[src/rtl/rtc_cal_pkg.sv]
// shared types, constants and elaboration helpers for the rtc epoch calendar
// no dependencies
package rtc_cal_pkg;

	localparam int BASE_YEAR_DEF     = 1970;
	localparam int MAX_SET_YEAR_DEF  = 2099;
	localparam int WD_EPOCH_YEAR     = 1900; // 1900-01-01 was a monday
	localparam int YEARS_PER_CENTURY = 100;
	localparam int MONTHS            = 12;
	localparam int LAST_MONTH_IDX    = 11;
	localparam int MAX_MDAY          = 31;
	localparam int DAYS_PER_WEEK     = 7;

	localparam int SEC_PER_DAY  = 86400;
	localparam int SEC_PER_HOUR = 3600;
	localparam int SEC_PER_MIN  = 60;

	localparam int PRESCALE_W = 20;
	localparam int CNT_W      = 32;
	localparam int DN_W       = 16;
	localparam int DAYS_W     = 17;
	localparam int YEAR_W     = 12;
	localparam int MON_W      = 4;
	localparam int DAY_W      = 5;
	localparam int HOUR_W     = 5;
	localparam int MIN_W      = 6;
	localparam int SEC_W      = 6;
	localparam int WD_W       = 3;
	localparam int STEP_W     = 5;

	localparam logic [PRESCALE_W-1:0] PRESCALE_RESET = 20'd32767;

	typedef enum logic [1:0] {
		ACT_TICK        = 2'd0,
		ACT_READ        = 2'd1,
		ACT_SET_DATE    = 2'd2,
		ACT_SET_SECONDS = 2'd3
	} action_t;

	typedef enum logic [1:0] {
		DIV_DAY  = 2'd0,
		DIV_HOUR = 2'd1,
		DIV_MIN  = 2'd2
	} div_sel_t;

	typedef struct packed {
		logic     capture;
		logic     exec;
		logic     walk_init;
		logic     walk_dn;
		logic     year_step;
		logic     month_step;
		logic     walk_sub;
		logic     mul;
		logic     apply_date;
		logic     div_start;
		div_sel_t div_sel;
		logic     div_step;
		logic     cache_commit;
		logic     out_load;
	} dp_cmd_t;

	typedef struct packed {
		action_t act;
		logic    range_ok;
		logic    yr_hit;
		logic    mon_hit;
		logic    year_fit;
		logic    mon_fit;
		logic    div_last;
		logic    dn_hit;
	} dp_sts_t;

	function automatic logic [DAY_W-1:0] month_len(input logic [MON_W-1:0] mi);
		logic [DAY_W-1:0] n;
		case (mi)
			4'd1: n = 5'd28;
			4'd3, 4'd5, 4'd8, 4'd10: n = 5'd30;
			default: n = 5'd31;
		endcase
		return n;
	endfunction

	function automatic bit is_leap_int(input int y);
		return ((y % 4 == 0) && (y % 100 != 0)) || (y % 400 == 0);
	endfunction

	function automatic longint days_between(input int from_y, input int to_y);
		longint acc;
		int t;
		acc = 0;
		for (t = from_y; t < to_y; t++) begin
			acc += is_leap_int(t) ? 366 : 365;
		end
		return acc;
	endfunction

endpackage

[src/rtl/rtc_cal_ctrl.sv]
// sequencing state machine for the rtc epoch calendar
// depends on rtc_cal_pkg, drives rtc_cal_dp through dp_cmd_t
module rtc_cal_ctrl (
	input  logic                 clk,
	input  logic                 arst_n,
	input  logic                 in_valid,
	output logic                 in_stall,
	output logic                 out_valid,
	input  logic                 out_stall,
	output rtc_cal_pkg::dp_cmd_t cmd,
	input  rtc_cal_pkg::dp_sts_t sts
);

	typedef enum logic [14:0] {
		S_IDLE   = 15'h0001,
		S_EXEC   = 15'h0002,
		S_SYEAR  = 15'h0004,
		S_SMONTH = 15'h0008,
		S_MUL    = 15'h0010,
		S_ADD    = 15'h0020,
		S_DINIT  = 15'h0040,
		S_DDAY   = 15'h0080,
		S_CHECK  = 15'h0100,
		S_DYEAR  = 15'h0200,
		S_DMONTH = 15'h0400,
		S_DHOUR  = 15'h0800,
		S_MINIT  = 15'h1000,
		S_DMIN   = 15'h2000,
		S_OUT    = 15'h4000
	} state_t;

	state_t state_q, state_d;
	logic   out_valid_q;

	assign out_valid = out_valid_q;
	assign in_stall  = (state_q != S_IDLE);

	always_comb begin
		cmd     = '0;
		state_d = state_q;
		case (state_q)
			S_IDLE: begin
				if (in_valid) begin
					cmd.capture = 1'b1;
					state_d     = S_EXEC;
				end
			end
			S_EXEC: begin
				cmd.exec = 1'b1;
				if (sts.act == rtc_cal_pkg::ACT_SET_DATE && sts.range_ok) begin
					cmd.walk_init = 1'b1;
					state_d       = S_SYEAR;
				end else begin
					state_d = S_DINIT;
				end
			end
			S_SYEAR: begin
				if (sts.yr_hit) begin
					state_d = S_SMONTH;
				end else begin
					cmd.year_step = 1'b1;
				end
			end
			S_SMONTH: begin
				if (sts.mon_hit) begin
					state_d = S_MUL;
				end else begin
					cmd.month_step = 1'b1;
				end
			end
			S_MUL: begin
				cmd.mul = 1'b1;
				state_d = S_ADD;
			end
			S_ADD: begin
				cmd.apply_date = 1'b1;
				state_d        = S_DINIT;
			end
			S_DINIT: begin
				cmd.div_start = 1'b1;
				cmd.div_sel   = rtc_cal_pkg::DIV_DAY;
				state_d       = S_DDAY;
			end
			S_DDAY: begin
				cmd.div_step = 1'b1;
				if (sts.div_last) begin
					state_d = S_CHECK;
				end
			end
			S_CHECK: begin
				if (sts.dn_hit) begin
					cmd.div_start = 1'b1;
					cmd.div_sel   = rtc_cal_pkg::DIV_HOUR;
					state_d       = S_DHOUR;
				end else begin
					cmd.walk_init = 1'b1;
					cmd.walk_dn   = 1'b1;
					state_d       = S_DYEAR;
				end
			end
			S_DYEAR: begin
				if (sts.year_fit) begin
					state_d = S_DMONTH;
				end else begin
					cmd.year_step = 1'b1;
					cmd.walk_sub  = 1'b1;
				end
			end
			S_DMONTH: begin
				if (sts.mon_fit) begin
					cmd.cache_commit = 1'b1;
					cmd.div_start    = 1'b1;
					cmd.div_sel      = rtc_cal_pkg::DIV_HOUR;
					state_d          = S_DHOUR;
				end else begin
					cmd.month_step = 1'b1;
					cmd.walk_sub   = 1'b1;
				end
			end
			S_DHOUR: begin
				cmd.div_step = 1'b1;
				if (sts.div_last) begin
					state_d = S_MINIT;
				end
			end
			S_MINIT: begin
				cmd.div_start = 1'b1;
				cmd.div_sel   = rtc_cal_pkg::DIV_MIN;
				state_d       = S_DMIN;
			end
			S_DMIN: begin
				cmd.div_step = 1'b1;
				if (sts.div_last) begin
					state_d = S_OUT;
				end
			end
			S_OUT: begin
				if (!out_valid_q || !out_stall) begin
					cmd.out_load = 1'b1;
					state_d      = S_IDLE;
				end
			end
			default: begin
				state_d = S_IDLE;
			end
		endcase
	end

	always_ff @(posedge clk or negedge arst_n) begin
		if (!arst_n) begin
			state_q     <= S_IDLE;
			out_valid_q <= 1'b0;
		end else begin
			state_q <= state_d;
			if (cmd.out_load) begin
				out_valid_q <= 1'b1;
			end else if (!out_stall) begin
				// transfer taken
				out_valid_q <= 1'b0;
			end
		end
	end

endmodule

[src/rtl/rtc_cal_dp.sv]
// datapath of the rtc epoch calendar: prescaler, counter, date cache,
// year and month walker and reciprocal divider; depends on rtc_cal_pkg
module rtc_cal_dp #(
	parameter int BASE_YEAR    = rtc_cal_pkg::BASE_YEAR_DEF,
	parameter int MAX_SET_YEAR = rtc_cal_pkg::MAX_SET_YEAR_DEF
) (
	input  logic                                clk,
	input  logic                                arst_n,
	input  rtc_cal_pkg::dp_cmd_t                cmd,
	output rtc_cal_pkg::dp_sts_t                sts,
	input  logic                                cfg_we,
	input  logic [rtc_cal_pkg::PRESCALE_W-1:0]  cfg_data,
	input  logic [1:0]                          action,
	input  logic [15:0]                         set_year,
	input  logic [7:0]                          set_month,
	input  logic [7:0]                          set_day,
	input  logic [4:0]                          set_hour,
	input  logic [5:0]                          set_minute,
	input  logic [5:0]                          set_second,
	input  logic [31:0]                         set_seconds_value,
	output logic [rtc_cal_pkg::CNT_W-1:0]       seconds_count,
	output logic [rtc_cal_pkg::YEAR_W-1:0]      year,
	output logic [rtc_cal_pkg::MON_W-1:0]       month,
	output logic [rtc_cal_pkg::DAY_W-1:0]       day,
	output logic [rtc_cal_pkg::HOUR_W-1:0]      hour,
	output logic [rtc_cal_pkg::MIN_W-1:0]       minute,
	output logic [rtc_cal_pkg::SEC_W-1:0]       second,
	output logic [rtc_cal_pkg::WD_W-1:0]        weekday,
	output logic                                second_event,
	output logic                                set_error
);

	localparam int BASE_Y100 = BASE_YEAR % rtc_cal_pkg::YEARS_PER_CENTURY;
	localparam int BASE_C4   = (BASE_YEAR / rtc_cal_pkg::YEARS_PER_CENTURY) % 4;
	localparam int WD_OFFSET = int'((rtc_cal_pkg::days_between(rtc_cal_pkg::WD_EPOCH_YEAR,
		BASE_YEAR) + 1) % rtc_cal_pkg::DAYS_PER_WEEK);
	localparam logic [32:0] SEC_LIMIT = 33'(rtc_cal_pkg::days_between(BASE_YEAR,
		MAX_SET_YEAR + 1) * rtc_cal_pkg::SEC_PER_DAY);
	// 86400 = 128 * 675, 3600 = 16 * 225, 60 = 4 * 15, 7 for the weekday
	// each reciprocal is 2^k over the odd part rounded up
	localparam logic [25:0] RCP_DAY  = 26'd50903317;
	localparam logic [25:0] RCP_HOUR = 26'd9321;
	localparam logic [25:0] RCP_MIN  = 26'd1093;
	localparam logic [17:0] RCP_WD   = 18'd149797;
	localparam logic [rtc_cal_pkg::STEP_W-1:0] DIV_STEPS = 5'd2;

	// configuration, counter and date cache
	logic [rtc_cal_pkg::PRESCALE_W-1:0] prescale_q, tdiv_q;
	logic [rtc_cal_pkg::CNT_W-1:0]      cnt_q;
	logic [rtc_cal_pkg::DN_W-1:0]       cache_dn_q;
	logic [rtc_cal_pkg::YEAR_W-1:0]     cache_y_q;
	logic [rtc_cal_pkg::MON_W-1:0]      cache_m_q;
	logic [rtc_cal_pkg::DAY_W-1:0]      cache_d_q;

	// captured item
	rtc_cal_pkg::action_t act_q;
	logic [15:0] y_q;
	logic [7:0]  m_q, d_q;
	logic [4:0]  h_q;
	logic [5:0]  mn_q, s_q;
	logic [31:0] v_q;
	logic        event_q, err_q;

	// walker
	logic [rtc_cal_pkg::YEAR_W-1:0] yr_q;
	logic [6:0]                     y100_q;
	logic [1:0]                     c4_q;
	logic [rtc_cal_pkg::DAYS_W-1:0] days_q;
	logic [rtc_cal_pkg::MON_W-1:0]  mi_q;
	logic [33:0]                    prod_q;
	logic [16:0]                    tset_q;

	// reciprocal divider
	logic [31:0]                    rem_q;
	logic [50:0]                    prod_div_q;
	logic [34:0]                    wd_prod_q;
	logic [rtc_cal_pkg::STEP_W-1:0] steps_q;
	rtc_cal_pkg::div_sel_t          sel_q;
	logic [rtc_cal_pkg::DN_W-1:0]   dn_q;
	logic [rtc_cal_pkg::HOUR_W-1:0] hour_q;
	logic [rtc_cal_pkg::MIN_W-1:0]  min_q;
	logic [rtc_cal_pkg::WD_W-1:0]   wday_q;

	// result register
	logic [rtc_cal_pkg::CNT_W-1:0]  o_cnt_q;
	logic [rtc_cal_pkg::YEAR_W-1:0] o_year_q;
	logic [rtc_cal_pkg::MON_W-1:0]  o_month_q;
	logic [rtc_cal_pkg::DAY_W-1:0]  o_day_q;
	logic [rtc_cal_pkg::HOUR_W-1:0] o_hour_q;
	logic [rtc_cal_pkg::MIN_W-1:0]  o_min_q;
	logic [rtc_cal_pkg::SEC_W-1:0]  o_sec_q;
	logic [rtc_cal_pkg::WD_W-1:0]   o_wday_q;
	logic                           o_event_q, o_err_q;

	logic                           leap;
	logic [8:0]                     ylen;
	logic [rtc_cal_pkg::DAY_W-1:0]  mlen;
	logic                           tick_wrap;
	logic                           range_ok;
	logic                           set_sec_ok;
	logic [34:0]                    sum35;
	logic                           date_fit;
	logic [24:0]                    mul_a;
	logic [25:0]                    mul_b;
	logic [rtc_cal_pkg::DN_W-1:0]   div_q;
	logic [16:0]                    div_d;
	logic [31:0]                    rem_nx;
	logic [16:0]                    wd_x;

	function automatic logic [rtc_cal_pkg::DAY_W-1:0] DAY_INC(input logic b);
		return {4'd0, b};
	endfunction

	assign leap = ((yr_q[1:0] == 2'd0) && (y100_q != 7'd0)) ||
		((y100_q == 7'd0) && (c4_q == 2'd0));
	assign ylen = leap ? 9'd366 : 9'd365;
	assign mlen = rtc_cal_pkg::month_len(mi_q) +
		DAY_INC(mi_q == 4'd1 && leap);

	assign tick_wrap  = (tdiv_q >= prescale_q);
	assign range_ok   = (y_q >= 16'(BASE_YEAR)) && (y_q <= 16'(MAX_SET_YEAR)) &&
		(m_q >= 8'd1) && (m_q <= 8'(rtc_cal_pkg::MONTHS)) &&
		(d_q >= 8'd1) && (d_q <= 8'(rtc_cal_pkg::MAX_MDAY));
	assign set_sec_ok = ({1'b0, v_q} < SEC_LIMIT);
	assign sum35      = 35'(prod_q) + 35'(tset_q);
	assign date_fit   = (sum35[34:32] == 3'd0);

	always_comb begin
		mul_a = '0;
		mul_b = '0;
		div_q = '0;
		div_d = '0;
		case (sel_q)
			rtc_cal_pkg::DIV_DAY: begin
				mul_a = rem_q[31:7];
				mul_b = RCP_DAY;
				div_q = prod_div_q[50:35];
				div_d = 17'(rtc_cal_pkg::SEC_PER_DAY);
			end
			rtc_cal_pkg::DIV_HOUR: begin
				mul_a = 25'(rem_q[16:4]);
				mul_b = RCP_HOUR;
				div_q = 16'(prod_div_q[25:21]);
				div_d = 17'(rtc_cal_pkg::SEC_PER_HOUR);
			end
			rtc_cal_pkg::DIV_MIN: begin
				mul_a = 25'(rem_q[11:2]);
				mul_b = RCP_MIN;
				div_q = 16'(prod_div_q[19:14]);
				div_d = 17'(rtc_cal_pkg::SEC_PER_MIN);
			end
			default: begin
			end
		endcase
	end

	assign rem_nx = rem_q - (32'(div_q) * 32'(div_d));
	assign wd_x   = 17'(dn_q) + 17'(WD_OFFSET);

	assign sts.act      = act_q;
	assign sts.range_ok = range_ok;
	assign sts.yr_hit   = (yr_q == y_q[rtc_cal_pkg::YEAR_W-1:0]);
	assign sts.mon_hit  = (({4'd0, mi_q} + 8'd1) >= m_q);
	assign sts.year_fit = (days_q < 17'(ylen));
	assign sts.mon_fit  = (mi_q >= 4'(rtc_cal_pkg::LAST_MONTH_IDX)) || (days_q < 17'(mlen));
	assign sts.div_last = (steps_q == 5'd1);
	assign sts.dn_hit   = (dn_q == cache_dn_q);

	always_ff @(posedge clk or negedge arst_n) begin
		if (!arst_n) begin
			prescale_q <= rtc_cal_pkg::PRESCALE_RESET;
			tdiv_q     <= '0;
			cnt_q      <= '0;
			cache_dn_q <= '0;
			cache_y_q  <= 12'(BASE_YEAR);
			cache_m_q  <= 4'd1;
			cache_d_q  <= 5'd1;
		end else begin
			if (cfg_we) begin
				prescale_q <= cfg_data;
			end
			if (cmd.exec && act_q == rtc_cal_pkg::ACT_TICK) begin
				if (tick_wrap) begin
					tdiv_q <= '0;
					cnt_q  <= cnt_q + 32'd1;
				end else begin
					tdiv_q <= tdiv_q + 20'd1;
				end
			end
			if (cmd.exec && act_q == rtc_cal_pkg::ACT_SET_SECONDS && set_sec_ok) begin
				cnt_q <= v_q;
			end
			if (cmd.apply_date && date_fit) begin
				cnt_q <= sum35[31:0];
			end
			if (cmd.cache_commit) begin
				cache_dn_q <= dn_q;
				cache_y_q  <= yr_q;
				cache_m_q  <= mi_q + 4'd1;
				cache_d_q  <= days_q[rtc_cal_pkg::DAY_W-1:0] + 5'd1;
			end
		end
	end

	always_ff @(posedge clk) begin
		if (cmd.capture) begin
			act_q   <= rtc_cal_pkg::action_t'(action);
			y_q     <= set_year;
			m_q     <= set_month;
			d_q     <= set_day;
			h_q     <= set_hour;
			mn_q    <= set_minute;
			s_q     <= set_second;
			v_q     <= set_seconds_value;
			event_q <= 1'b0;
			err_q   <= 1'b0;
		end
		if (cmd.exec) begin
			case (act_q)
				rtc_cal_pkg::ACT_TICK: begin
					event_q <= tick_wrap;
				end
				rtc_cal_pkg::ACT_SET_DATE: begin
					err_q <= !range_ok;
				end
				rtc_cal_pkg::ACT_SET_SECONDS: begin
					err_q <= !set_sec_ok;
				end
				default: begin
				end
			endcase
		end
		if (cmd.apply_date) begin
			err_q <= !date_fit;
		end

		if (cmd.walk_init) begin
			yr_q   <= 12'(BASE_YEAR);
			y100_q <= 7'(BASE_Y100);
			c4_q   <= 2'(BASE_C4);
			days_q <= cmd.walk_dn ? {1'b0, dn_q} : '0;
			mi_q   <= '0;
		end
		if (cmd.year_step) begin
			days_q <= cmd.walk_sub ? (days_q - 17'(ylen)) : (days_q + 17'(ylen));
			yr_q   <= yr_q + 12'd1;
			if (y100_q == 7'(rtc_cal_pkg::YEARS_PER_CENTURY - 1)) begin
				y100_q <= '0;
				c4_q   <= c4_q + 2'd1;
			end else begin
				y100_q <= y100_q + 7'd1;
			end
		end
		if (cmd.month_step) begin
			days_q <= cmd.walk_sub ? (days_q - 17'(mlen)) : (days_q + 17'(mlen));
			mi_q   <= mi_q + 4'd1;
		end
		if (cmd.mul) begin
			prod_q <= 34'(days_q + 17'(d_q) - 17'd1) * 34'(rtc_cal_pkg::SEC_PER_DAY);
			tset_q <= 17'(h_q) * 17'(rtc_cal_pkg::SEC_PER_HOUR) +
				17'(mn_q) * 17'(rtc_cal_pkg::SEC_PER_MIN) + 17'(s_q);
		end

		if (cmd.div_start) begin
			sel_q   <= cmd.div_sel;
			steps_q <= DIV_STEPS;
			if (cmd.div_sel == rtc_cal_pkg::DIV_DAY) begin
				rem_q <= cnt_q;
			end
		end
		if (cmd.div_step) begin
			steps_q <= steps_q - 5'd1;
			if (steps_q != 5'd1) begin
				prod_div_q <= 51'(mul_a) * 51'(mul_b);
				wd_prod_q  <= 35'(wd_x) * 35'(RCP_WD);
			end else begin
				rem_q <= rem_nx;
				case (sel_q)
					rtc_cal_pkg::DIV_DAY: begin
						dn_q <= div_q;
					end
					rtc_cal_pkg::DIV_HOUR: begin
						hour_q <= div_q[rtc_cal_pkg::HOUR_W-1:0];
						wday_q <= 3'(wd_x - 17'(wd_prod_q[34:20]) * 17'd7);
					end
					rtc_cal_pkg::DIV_MIN: begin
						min_q <= div_q[rtc_cal_pkg::MIN_W-1:0];
					end
					default: begin
					end
				endcase
			end
		end

		if (cmd.out_load) begin
			o_cnt_q   <= cnt_q;
			o_year_q  <= cache_y_q;
			o_month_q <= cache_m_q;
			o_day_q   <= cache_d_q;
			o_hour_q  <= hour_q;
			o_min_q   <= min_q;
			o_sec_q   <= rem_q[rtc_cal_pkg::SEC_W-1:0];
			o_wday_q  <= wday_q;
			o_event_q <= event_q;
			o_err_q   <= err_q;
		end
	end

	assign seconds_count = o_cnt_q;
	assign year          = o_year_q;
	assign month         = o_month_q;
	assign day           = o_day_q;
	assign hour          = o_hour_q;
	assign minute        = o_min_q;
	assign second        = o_sec_q;
	assign weekday       = o_wday_q;
	assign second_event  = o_event_q;
	assign set_error     = o_err_q;

endmodule

[src/rtl/rtc_epoch_calendar.sv]
// rtc epoch calendar top level: rtc_cal_ctrl and rtc_cal_dp, uses rtc_cal_pkg
// a set from date walks years and months to form the count, and a change of day
// walks years and months to refresh the date cache, while an unchanged day uses it;
// the walker and reciprocal divider take one item at a time, next item taken the
// cycle after the result is loaded
// arst_n clears counter, prescaler, date cache and control; reload 32767
module rtc_epoch_calendar #(
	parameter int BASE_YEAR    = rtc_cal_pkg::BASE_YEAR_DEF,
	parameter int MAX_SET_YEAR = rtc_cal_pkg::MAX_SET_YEAR_DEF
) (
	input  logic                               clk,
	input  logic                               arst_n,
	input  logic                               in_valid,
	output logic                               in_stall,
	input  logic [1:0]                         action,
	input  logic [15:0]                        set_year,
	input  logic [7:0]                         set_month,
	input  logic [7:0]                         set_day,
	input  logic [4:0]                         set_hour,
	input  logic [5:0]                         set_minute,
	input  logic [5:0]                         set_second,
	input  logic [31:0]                        set_seconds_value,
	output logic                               out_valid,
	input  logic                               out_stall,
	output logic [rtc_cal_pkg::CNT_W-1:0]      seconds_count,
	output logic [rtc_cal_pkg::YEAR_W-1:0]     year,
	output logic [rtc_cal_pkg::MON_W-1:0]      month,
	output logic [rtc_cal_pkg::DAY_W-1:0]      day,
	output logic [rtc_cal_pkg::HOUR_W-1:0]     hour,
	output logic [rtc_cal_pkg::MIN_W-1:0]      minute,
	output logic [rtc_cal_pkg::SEC_W-1:0]      second,
	output logic [rtc_cal_pkg::WD_W-1:0]       weekday,
	output logic                               second_event,
	output logic                               set_error,
	input  logic                               cfg_valid,
	output logic                               cfg_ready,
	input  logic [rtc_cal_pkg::PRESCALE_W-1:0] prescale_reload
);

	rtc_cal_pkg::dp_cmd_t cmd;
	rtc_cal_pkg::dp_sts_t sts;

	assign cfg_ready = 1'b1;

	rtc_cal_ctrl u_ctrl (
		.clk       (clk),
		.arst_n    (arst_n),
		.in_valid  (in_valid),
		.in_stall  (in_stall),
		.out_valid (out_valid),
		.out_stall (out_stall),
		.cmd       (cmd),
		.sts       (sts)
	);

	rtc_cal_dp #(
		.BASE_YEAR    (BASE_YEAR),
		.MAX_SET_YEAR (MAX_SET_YEAR)
	) u_dp (
		.clk               (clk),
		.arst_n            (arst_n),
		.cmd               (cmd),
		.sts               (sts),
		.cfg_we            (cfg_valid & cfg_ready),
		.cfg_data          (prescale_reload),
		.action            (action),
		.set_year          (set_year),
		.set_month         (set_month),
		.set_day           (set_day),
		.set_hour          (set_hour),
		.set_minute        (set_minute),
		.set_second        (set_second),
		.set_seconds_value (set_seconds_value),
		.seconds_count     (seconds_count),
		.year              (year),
		.month             (month),
		.day               (day),
		.hour              (hour),
		.minute            (minute),
		.second            (second),
		.weekday           (weekday),
		.second_event      (second_event),
		.set_error         (set_error)
	);

endmodule

[config.mk]
export PLATFORM = sky130hd
export DESIGN_NAME = rtc_epoch_calendar
export DESIGN_NICKNAME = d
export VERILOG_FILES = /design/src/rtl/rtc_cal_pkg.sv /design/src/rtl/rtc_cal_ctrl.sv /design/src/rtl/rtc_cal_dp.sv /design/src/rtl/rtc_epoch_calendar.sv
export SDC_FILE = /design/constraint.sdc
export NUM_CORES = 2
export LEC_CHECK = 0
export BUFFER_PORTS_ARGS = -buffer_cell sky130_fd_sc_hd__buf_2
export CORE_UTILIZATION = 59
export DETAILED_ROUTE_END_ITERATION = 6
export PLACE_DENSITY = 0.8
export SLEW_MARGIN = 5
export SYNTH_ARGS = -nofsm -noshare
export SYNTH_HDL_FRONTEND = slang
export SYNTH_SLANG_ARGS = --single-unit
export TNS_END_PERCENT = 20
[constraint.sdc]
create_clock -name clk -period 8.3 [get_ports clk]
set_clock_uncertainty 0.05 [all_clocks]
set_input_delay 1.66 -clock clk [delete_from_list [all_inputs] [get_ports clk]]
set_output_delay 1.66 -clock clk [all_outputs]
set_load 0.02 [all_outputs]
==> results.py <==
metrics = {
    "placement": {
        "place_congestion": 1.01,
        "dp_cells": 6279,
        "numPortBuffers": 184,
        "dpl.hpwl_um": 104000,
        "postPlaceCellArea_mm2": 0.0531,
    },
    "synthesis": {
        "synth_async_sr_flop_share_pct": 26.6,
        "syn_area_mm2": 0.0505,
        "ys_types": 96,
        "yosysTopAreaCellShare_pct": 22.0,
        "synth-seq-area-share_pct": 26.1,
        "synth_edf_count": 309,
        "ys_top_cells_by_area": "fa_1 22%, edfxtp_1 18%, ha_1 18%, inv_1 8.0%, dfrtp_1 5.0%",
        "syn_area_per_cell_um2": 10.1,
        "synth_warnings": 0,
        "syn_nets": 6377,
        "synth-seq-cells": 470,
        "yosysTopAreaCell": "fa_1",
        "syn_inst": 4998,
        "synth_flop_cell": "edfxtp_1",
    },
    "worst_setup_path": {
        "slowest_delay_ns": 0.55,
        "crit_fanout": 12,
        "crit_path_end_kind": "register",
        "cp.arrival_ns": 8.38,
        "timing_worst_setup_path_type": "register to register",
        "cp_slowest_cell": "fa_1",
        "crit_required_ns": 8.64,
        "worst_setup_path_start_kind": "register",
    },
    "die": {
        "die_w_um": 295,
        "coreArea_mm2": 0.0842,
        "start_util_pct": 60.0,
        "rows": 106,
        "fp.dieArea_mm2": 0.0868,
        "io_pins": 186,
        "dieHeight_um": 295,
    },
    "global_route": {
        "track_usage_pct": 29.9,
        "grt_pass1_wl_um": 201000,
        "grt_antenna_before_repair": 3,
        "overflow": 0,
        "grt_pass1_vias": 37400,
        "grt_max_degree": 77,
    },
    "pwr": {
        "leakage_uw": 0.0278,
        "irDropWorstVdd_mv": 0.528,
        "powerDensity_mw_per_mm2": 267,
    },
    "layout": {
        "instances_no_fill": 6397,
        "areaGrowthSynthToFinish_pct": 9.46,
        "fillers": 6427,
        "final_util_pct": 65.7,
        "drive_above_1_share_pct": 9.90,
        "final_design_area_no_fill_mm2": 0.0553,
        "final_nets": 6592,
    },
    "drt": {
        "vias": 36500,
        "wl_um": 127000,
        "drtIter0Drc": 2856,
        "drtAntennaViolNets": 0,
        "via_per_inst": 5.70,
        "firstDrtPassIters": 6,
        "wl_per_cell_um": 19.9,
        "drc_errors": 0,
    },
    "clock_tree": {
        "clockBufferDepth": 3,
        "cts_tree": "built",
        "clk_latency_ns": 0.65,
        "htree_num_levels": 2,
        "root_buffer": "clkbuf_16",
        "clk_pin_slew_ns": 0.06,
        "clock_sinks": 470,
        "hold_buffers": 0,
        "cts_buffers": 55,
    },
    "worst_hold_path": {
        "hold_path.class": "register to register",
    },
    "sta": {
        "fin_crit_ns": 8.04,
        "worst_pin_slew_ns": 1.28,
        "period_share_pct": 96.9,
        "slew_headroom_pct": 14.2,
        "maxSlewViolCount": 0,
        "fmaxAchievable_ghz": 0.124,
        "setup_viol": 0,
        "hold_viol": 0,
    },
    "outcome": {
        "status": "finished, final reports clean",
    },
    "run": {
        "maxCapViolations": 0,
    },
}
-- through the flow --
step	hold slack [ns]	setup WS, ns	setup TNS (ns)	power, µW
after global placement	0.351	0.357	0	11800
after global routing	0.387	-0.0930	-0.231	16000
final	0.372	0.258	0	14800
after floorplan	0.350	0.401	0	9810
after CTS	0.370	0.129	0	14700
after detailed placement	0.361	0.137	0	12000
-- synth_stat cells (all sizes together) (12+ instances only) --
cell type and number:
nor3 82, dfrtp 100, o21bai 30, a31oi 23, nand2 285, o31ai 19, dfstp 25, nor2 217
xnor2 187, a21oi 171, ha 717, mux2i 19, mux2 39, clkbuf 111, and2 85, inv 1073
o211ai 17, xor2 108, buf 17, and3 86, edfxtp 309, or3 19, nand4 49, nand2b 27
fa 554, or2 12, o22ai 12, o21a 17, nor4 16, a222oi 15, a211oi 33, dfxtp 36
a22oi 13, nor3b 12, o21ai 151, nand3 94, a21o 74
-- state kept, by name (all words and copies together) (netlist names), 17 cells and up --
signal	flops
u_dp.v_q	32
u_dp.tset_q	17
u_dp.prod_div_q	27
u_dp.rem_q	32
u_dp.prod_q	27
u_dp.cnt_q	32
u_dp.seconds_count	32
u_dp.tdiv_q	20
u_dp.prescale_q	20
u_dp.days_q	17
-- metal layers --
metal | part of all wire (%) | up-vias | global-route usage (%)
met1 | 40 | 17900 | 39.3
met4 | 4.5 | 0 | 12.5
met3 | 7.7 | 291 | 4.65
li1 | - | 16900 | -
met2 | 48 | 1386 | 49.5
met5 | 0 | - | 0
-- worst max-delay path, delay by kind of cell (launching register included) --
kind,cells,cell delay [ns]
fa+ha+maj,9,4.19
buf+inv,10,1.17
simple gates,4,0.48
flops,1,0.44
xor+xnor,1,0.14
compound gates,7,1.30
-- where the power goes --
part	internal [µW]	switching [µW]	total, µW
combinational	3590	4860	8450
clock	1550	1120	2660
sequential	3160	510	3670
-- worst paths after layout --
| path | from | to | slack [ns] | cells after the start |
|---|---|---|---|---|
| max in group asynchronous | arst_n | u_dp.cnt_q[31]$_DFFE_PN0P_ | 5.84 | 2 |
| min in group asynchronous | arst_n | u_dp.prescale_q[15]$_DFFE_PN0P_ | 0.95 | 1 |
| max reg2reg | u_dp.sel_q[1]$_DFFE_PP_ | u_dp.prod_div_q[49]$_DFFE_PP_ | 0.26 | 31 |
| min reg2reg | u_dp.hour_q[0]$_DFFE_PP_ | u_dp.hour[0]$_DFFE_PP_ | 0.37 | 0 |
| min | u_dp.hour_q[0]$_DFFE_PP_ | u_dp.hour[0]$_DFFE_PP_ | 0.37 | 0 |
| max | u_dp.sel_q[1]$_DFFE_PP_ | u_dp.prod_div_q[49]$_DFFE_PP_ | 0.26 | 31 |
-- cells in the final DEF (no fill, tap or decap), types with 74 or more instances in the layout --
cell / synthesis / layout
a21o_1: 74 / 74
buf_2: 7 / 183
nand2_1: 285 / 284
buf_4: 2 / 100
fa_1: 554 / 554
nand3_1: 93 / 93
edfxtp_1: 309 / 309
and2_1: 84 / 80
nor2_1: 217 / 213
a21oi_1: 169 / 168
inv_1: 1072 / 1071
and3_1: 86 / 85
o21ai_0: 145 / 144
nor3_1: 81 / 79
ha_1: 717 / 714
xor2_1: 106 / 106
xnor2_1: 185 / 185
dfrtp_1: 100 / 100
-- cell type report --
class                      instances  area, µm²  share of cell area, %
antenna                            3       7.51                 0.0136
sequential                       470      13200                   23.8
clock buffer                      64       1490                   2.70
clock inverter                    40        518                  0.937
multi-input combinational       3327      32900                   59.6
timing repair buffer             286       1730                   3.13
tap                             1134       1420                   2.57
inverter                        1073       4030                   7.29
-- repair_timing --
item / 4_1_cts / 5_1_grt
setup endpoints to repair: 0 / 12
resized for setup: 0 / 16
buffers inserted: 0 / 10
endpoints found under the hold margin: 0 / 0
-- logic make-up (layout without fill, tap and decap cells) --
family	Yosys count	count (layout)	synth area share, %
adders and majority gates	1271	1271	39.7
buffers and inverters	1201	1463	8.97
and+or+nand+nor	1036	1036	10.2
AOI/OAI and AO/OA	666	666	8.64
DFF	470	470	26.1
xor gates and xnor gates	295	295	5.17
muxes	58	58	1.25
other	1	4	0.00742
Note: power is estimated with default switching activity, not from simulation.
